===== src/hdl/rrpe_pkg.sv =====
package rrpe_pkg;

  localparam int Pointers      = 4;
  localparam int SineTableBits = 10;
  localparam int PtrW          = (Pointers > 1) ? $clog2(Pointers) : 1;
  localparam int TableSize     = 1 << SineTableBits;
  localparam int QuarterSize   = TableSize / 4;
  localparam int QuarterW      = SineTableBits - 1;
  localparam logic [15:0] QuarterTurn = 16'h4000;
  localparam logic signed [15:0] SineOne = 16'sd16384;
  localparam longint unsigned PiQ30 = 64'd3373259426;

  localparam int CfgIdxW  = 3;
  localparam int CfgDataW = 16;

  typedef enum logic [CfgIdxW-1:0] {
    REG_BOX_MIN_X = 3'd0,
    REG_BOX_MAX_X = 3'd1,
    REG_BOX_MIN_Y = 3'd2,
    REG_BOX_MAX_Y = 3'd3,
    REG_PIVOT_X   = 3'd4,
    REG_PIVOT_Y   = 3'd5,
    REG_ANGLE     = 3'd6,
    REG_CONTROL   = 3'd7
  } cfg_reg_e;

  typedef struct packed {
    logic signed [15:0] box_min_x;
    logic signed [15:0] box_max_x;
    logic signed [15:0] box_min_y;
    logic signed [15:0] box_max_y;
    logic signed [15:0] pivot_x;
    logic signed [15:0] pivot_y;
  } region_t;

  typedef logic [QuarterSize:0][14:0] sine_tab_t;

  // Quarter-wave sine in Q1.14, built at elaboration from a truncated Taylor series in Q2.30.
  function automatic sine_tab_t build_sine_tab();
    sine_tab_t        tab;
    longint unsigned  x;
    longint unsigned  sum;
    longint unsigned  term;
    longint unsigned  r;
    for (int k = 0; k <= QuarterSize; k++) begin
      x    = (PiQ30 * longint'(k)) >> (SineTableBits - 1);
      sum  = x;
      term = x;
      for (int n = 1; n <= 8; n++) begin
        term = (term * x) >> 30;
        term = (term * x) >> 30;
        case (n)
          1:       term = term / 64'd6;
          2:       term = term / 64'd20;
          3:       term = term / 64'd42;
          4:       term = term / 64'd72;
          5:       term = term / 64'd110;
          6:       term = term / 64'd156;
          7:       term = term / 64'd210;
          default: term = term / 64'd272;
        endcase
        if ((n % 2) == 1) begin
          sum = (sum >= term) ? sum - term : 64'd0;
        end else begin
          sum = sum + term;
        end
      end
      r = (sum + 64'd32768) >> 16;
      if (r > 64'd16384) begin
        r = 64'd16384;
      end
      tab[k] = r[14:0];
    end
    return tab;
  endfunction

  localparam sine_tab_t SineQuarter = build_sine_tab();

  function automatic logic signed [15:0] sine_lookup(input logic [15:0] ang);
    logic [SineTableBits-1:0] i;
    logic [1:0]               quad;
    logic [QuarterW-1:0]      k;
    logic [QuarterW-1:0]      pos;
    logic [14:0]              v;
    i    = ang[15 -: SineTableBits];
    quad = i[SineTableBits-1 -: 2];
    k    = {1'b0, i[SineTableBits-3:0]};
    pos  = (quad[0]) ? QuarterW'(QuarterSize) - k : k;
    v    = SineQuarter[pos];
    return quad[1] ? -$signed({1'b0, v}) : $signed({1'b0, v});
  endfunction

endpackage


===== src/hdl/rrpe_hit.sv =====
module rrpe_hit import rrpe_pkg::*; (
  input  logic               clk_i,
  input  logic               en_i,
  input  logic signed [15:0] x_i,
  input  logic signed [15:0] y_i,
  input  region_t            region_i,
  input  logic signed [15:0] sin_i,
  input  logic signed [15:0] cos_i,
  output logic               inside_o
);

  logic signed [16:0] dx, dy;
  logic signed [32:0] pxc_d, pxc_q, pys_d, pys_q, pxs_d, pxs_q, pyc_d, pyc_q;
  logic signed [35:0] rx, ry;

  assign dx = 17'(x_i) - 17'(region_i.pivot_x);
  assign dy = 17'(y_i) - 17'(region_i.pivot_y);

  assign pxc_d = 33'(dx * cos_i);
  assign pys_d = 33'(dy * sin_i);
  assign pxs_d = 33'(dx * sin_i);
  assign pyc_d = 33'(dy * cos_i);

  always_ff @(posedge clk_i) begin
    if (en_i) begin
      pxc_q <= pxc_d;
      pys_q <= pys_d;
      pxs_q <= pxs_d;
      pyc_q <= pyc_d;
    end
  end

  assign rx = 36'(pxc_q) + 36'(pys_q) + (36'(region_i.pivot_x) <<< 14);
  assign ry = 36'(pyc_q) - 36'(pxs_q) + (36'(region_i.pivot_y) <<< 14);

  assign inside_o = (rx >= (36'(region_i.box_min_x) <<< 14)) &&
                    (rx <= (36'(region_i.box_max_x) <<< 14)) &&
                    (ry >= (36'(region_i.box_min_y) <<< 14)) &&
                    (ry <= (36'(region_i.box_max_y) <<< 14));

endmodule

===== config.mk =====
export PLATFORM = sky130hd
export DESIGN_NAME = rrpe_hit
export DESIGN_NICKNAME = d
export VERILOG_FILES = /design/src/hdl/rrpe_pkg.sv /design/src/hdl/rrpe_hit.sv
export SDC_FILE = /design/constraint.sdc
export NUM_CORES = 2
export LEC_CHECK = 0
export BUFFER_PORTS_ARGS = -buffer_cell sky130_fd_sc_hd__buf_4
export CAP_MARGIN = 20
export CORE_ASPECT_RATIO = 1.5
export CORE_MARGIN = 1
export CORE_UTILIZATION = 52
export CTS_CLUSTER_DIAMETER = 200
export DETAILED_ROUTE_END_ITERATION = 8
export GPL_TIMING_DRIVEN = 0
export PLACE_DENSITY = 0.71
export REMOVE_ABC_BUFFERS = 1
export SYNTH_ARGS = -nofsm -noshare
export SYNTH_HDL_FRONTEND = slang
export SYNTH_SLANG_ARGS = --single-unit

===== constraint.sdc =====
create_clock -name clk_i -period 8.9 [get_ports clk_i]
set_input_delay 0 -clock clk_i [delete_from_list [all_inputs] [get_ports clk_i]]
set_output_delay 0 -clock clk_i [all_outputs]
set_load 0.05 [all_outputs]

# Word-level counts from Yosys, hierarchy flattened

Cells that the tools add are included.

Register bits: 132
Bits in latches: 0
Bits in writable memories: 0
Memory bits (read-only): 0
Bits of input ports: 162
Output and inout port bits: 1
Word-level logic and storage cells: 21
Memories kept: 0

Add/subtract/negate cells: 6
Multipliers: 4
Div/mod/pow operators: 0
Magnitude comparators: 4
Eq/ne operators: 0
Shift-type cells: 0
Muxes and demuxes: 0
Bitwise logic cells: 0
Reductions and logical operators: 3

Operators by type and width:

| cell              | number |
|---|---|
| $mul 17x16->33    | 4 |
| $add 34x30->35    | 2 |
| $ge 35x30->1      | 2 |
| $le 35x30->1      | 2 |
| $add 33x33->34    | 1 |
| $sub 16x16->17    | 2 |
| $sub 33x33->34    | 1 |
| $logic_and 1x1->1 | 3 |

# Depth between registers and ports, before layout

Word-level depth: 6
Gate-level depth with buffers: 37
Gate-level depth less buffers: 36

# Worst setup path before layout

Ideal clock, no wire load.

Path kind: input port to flip-flop
Start: input x_i[0]
End: register pxc_q[31], data pin
Setup time: 0.258 ns
Arrival: 8.027 ns
Required time: 8.642 ns
Slack: 0.615 ns
Stages on the path: 35
Path buffers: 1
Cell sequence: inv_1 > ha_1 > inv_1 > fa_1 > a21o_1 > a21oi_1 > o21ai_0 > a21oi_1 > o21bai_1 > a21o_1 > a211oi_1 > o21ai_0 > xor2_1 > clkbuf_1 > nand2_1 > fa_1 > fa_1 > fa_1 > fa_1 > inv_1 > fa_1 > inv_1 > fa_1 > inv_1 > ha_1 > a21o_1 > a21o_1 > a2111o_1 > a31oi_1 > a21oi_1 > o41a_1 > o31ai_2 > o21bai_1 > a21oi_1 > xnor2_1

Longest elaborated chain between the ends: 2

Ends and longest elaborated chain:

| what                   | RTL line       | RTL |
|---|---|---|
| start: declaration     | rrpe_hit.sv:4  | `input logic signed [15:0] x_i,` |
| $sub 16x16->17         | rrpe_hit.sv:16 | `assign dx = 17'(x_i) - 17'(region_i.pivot_x);` |
| $mul 17x16->33         | rrpe_hit.sv:19 | `assign pxc_d = 33'(dx * cos_i);` |
| net pxc_d[31]          | rrpe_hit.sv:13 | `logic signed [32:0] pxc_d, pxc_q, pys_d, pys_q, pxs_d, pxs_q, pyc_d, pyc_q;` |
| end signal: assignment | rrpe_hit.sv:26 | `pxc_q <= pxc_d;` |
| end: declaration       | rrpe_hit.sv:13 |  |

The timed path passes the listed nets, and every way through them passes these cells.
A chain may end at the register's enable or synchronous reset.

# Worst setup path in the final report

Start: input x_i[0]
End: register pxs_q[31], data pin

Longest elaborated chain between the ends: 2

Ends and longest elaborated chain:

| what                   | RTL line       | RTL |
|---|---|---|
| $sub 16x16->17         | rrpe_hit.sv:16 |  |
| $mul 17x16->33         | rrpe_hit.sv:21 | `assign pxs_d = 33'(dx * sin_i);` |
| net pxs_d[31]          | rrpe_hit.sv:13 |  |
| end signal: assignment | rrpe_hit.sv:28 | `pxs_q <= pxs_d;` |
| end: declaration       | rrpe_hit.sv:13 |  |

The timed path passes the listed nets, and every way through them passes these cells.

==> flow_summary.json <==
{
  "firstDrtPassIters": 6,
  "floorplan.die.height_um": 402,
  "num_antenna_cells": 0,
  "htree_levels": 4,
  "cts_sink_count": 132,
  "synth_enable_flop_cells": 132,
  "synthCells": 6211,
  "hold_path.startpoint": "sin_i[0]",
  "crit_path_max_incr_delay_ns": 0.53,
  "max-cap-violations": 0,
  "global_route_wire_length_before_repair_um": 234000,
  "design.portCount": 163,
  "drt-vias-per-instance": 5.54,
  "globalRouteTotalUtil_pct": 27.9,
  "async_flop_share_pct": 0,
  "core.rowCount": 146,
  "slew_headroom_pct": 20.2,
  "place.port_buffers": 162,
  "hold_viol": 0,
  "timing.hold.worst_endpoint": "pxs_q[0]",
  "master_of_the_slowest_instance_on_the_critical_path": "fa_1",
  "cp_max_fo": 16,
  "worst_hold_path.num_cells": 2,
  "run_status": "finished, final reports clean",
  "yosys_warnings": 0,
  "die_area_um2": 108000,
  "postRouteAntennaNets": 0,
  "synth.lib_cells_used.distinct": 89,
  "min_period_over_period_pct": 97.7,
  "finalWeightedCongestion": 0.910,
  "largest_net_degree_at_the_start_of_global_routing": 87,
  "overflow_after_grt": 0,
  "nFillCells": 9227,
  "tritoncts": "built",
  "stdcell_count": 7615,
  "cts_root_buf": "clkbuf_16",
  "yosys_most_used_dff": "edfxtp_1",
  "syn_avg_cell_area_um2": 8.95,
  "start_kind": "input pin",
  "fin_nets": 8050,
  "synth_seq_area_share_pct": 7.13,
  "timing.final.setup_violations": 0,
  "crit_path_end_kind": "flip-flop",
  "synth_top_cells_by_area": "fa_1 (41%), ha_1 (12%), inv_1 (10%)",
  "final_period_minus_worst_setup_slack_ns": 8.69,
  "synth.top_cell.area_share_pct": 41.3,
  "post_drt_wl_per_cell_um": 18.6,
  "dp_wirelength_um": 114000,
  "cp.arrival_ns": 8.92,
  "required_time_of_the_worst_setup_path_ns": 9.13,
  "floorplan.core_area_um2": 106000,
  "area_delta_synth_final_pct": 7.67,
  "synth_top_area_cell": "fa_1",
  "worst_hold_path_type": "input pin to flip-flop",
  "first_global_vias": 45400,
  "layout-drive-gt1-share_pct": 6.17,
  "synthesis.area_um2": 55600,
  "drv_slew": 0,
  "antenna_violations_before_repair": 2,
  "total_number_of_vias": 42200,
  "postSynthRegisterBits": 132,
  "remaining_drc_errors": 0,
  "tightest_slew_ns": 1.19,
  "die_width_um": 269,
  "layout.cells.most_common": "inv_1",
  "cts_inserted_buffers": 17,
  "layout.cells.most_common_list": "inv_1 (1474), fa_1 (1143), nand2_1 (612)",
  "path_clk_slew_ns": 0.08,
  "ctsLongestPathBuffers": 2,
  "fmax_ghz": 0.115,
  "initial_utilization_pct": 52.6,
  "drt-initial-drc-count": 2749,
  "critical_path_type": "input pin to flip-flop",
  "dp_cells": 7558,
  "wl_um": 142000
}
[metrics by stage]
step | cell area (um^2) | utilization, % | setup TNS (ns) | setup slack [ns] | hold slack, ns
floorplan | 54600 | - | -7.22 | -0.672 | 0.112
global placement | 57500 | 54.4 | -220.09 | -4.18 | 0.631
detailed placement | 58800 | 55.6 | -23.78 | -0.949 | 0.460
CTS | 59600 | 56.4 | 0 | 0.00837 | 0.0948
global route | 59900 | 56.6 | -0.137 | -0.0609 | 0.135
finish | 59900 | 56.6 | 0 | 0.206 | 0.139
[how the worst max path moves through the flow]
stage | startpoint | to | slack, ns | cells past startpoint
global placement | region_i[1] | pys_q[31] | -4.18 | 31
detailed placement | x_i[0] | pxc_q[31] | -0.95 | 35
global route | x_i[0] | pxs_q[31] | -0.06 | 36
floorplan | region_i[1] | pyc_q[25] | -0.67 | 31
finish | x_i[0] | pxs_q[31] | 0.21 | 38
CTS | x_i[0] | pxc_q[31] | 0.008 | 36
[cell usage after synthesis, types with 20 or more instances]
library cell  number
nor2b_1           96
nand3_1          133
o21bai_1          24
o21ai_0          127
xnor2_1          140
and2_1           403
a21o_1            83
ha_1             546
a31oi_1           23
nor3_1            57
fa_1            1146
nand2_1          612
o21a_1            40
nand4_1           27
edfxtp_1         132
inv_1           1475
mux2_2            23
mux2i_1           20
a21oi_1          179
and3_1            21
clkbuf_1         253
xor2_1            56
nand2b_1          86
nor2_1           225
[critical path: cells and delay by family]
kind                     cells  cell delay (ns)
adder cells (fa/ha/maj)      9             3.89
XOR/XNOR                     1             0.26
AO/OA/AOI/OAI               12             2.79
AND/OR/NAND/NOR              7             1.18
buffers and inverters        9             0.79
[sequential cells by signal, summed over array words and instances (netlist names)]
name and count:
pyc_q 33, pys_q 33, pxs_q 33, pxc_q 33
[logic make-up (layout without fill, tap and decap cells)]
family                     count (synthesis)  after routing  share of synthesized area [%]
xor gates and xnor gates                 196            196                           3.09
muxes                                     43             43                          0.826
DFF                                      132            132                           7.13
adders and majority gates               1692           1692                           53.6
buffers and inverters                   1747           1744                           11.8
AOI/OAI and AO/OA                        662            663                           7.92
and+or+nand+nor                         1739           1739                           15.6
[layout make-up]
type	instances	area [um^2]	share of cell area, %
Timing Repair Buffer	235	2380	3.98
Inverter	1477	5550	9.27
Clock inverter	14	176	0.295
Clock buffer	18	429	0.717
Tap cell	1406	1760	2.94
Sequential cell	132	3960	6.62
Multi-Input combinational cell	4333	45600	76.2
[repair_timing]
item,in CTS,in global routing
hold buffers,1,0
endpoints found under the hold margin,46,0
gates resized for setup,10,34
setup buffers,9,13
gates cloned,1,0
setup endpoints to repair,24,32
pin swaps,5,6
[layer usage]
metal	wire, um	vias up	part of all wire [%]	global-route usage, %
li1	-	19000	-	-
met1	52800	21400	37	33.6
met2	69100	1437	49	46.6
met3	8250	360	5.8	3.38
met4	11800	0	8.3	19.0
met5	0	-	0	0
Power is left out: the tool's default activity adds up to more than one toggle a clock period on the data nets, which glitch-free logic cannot reach.
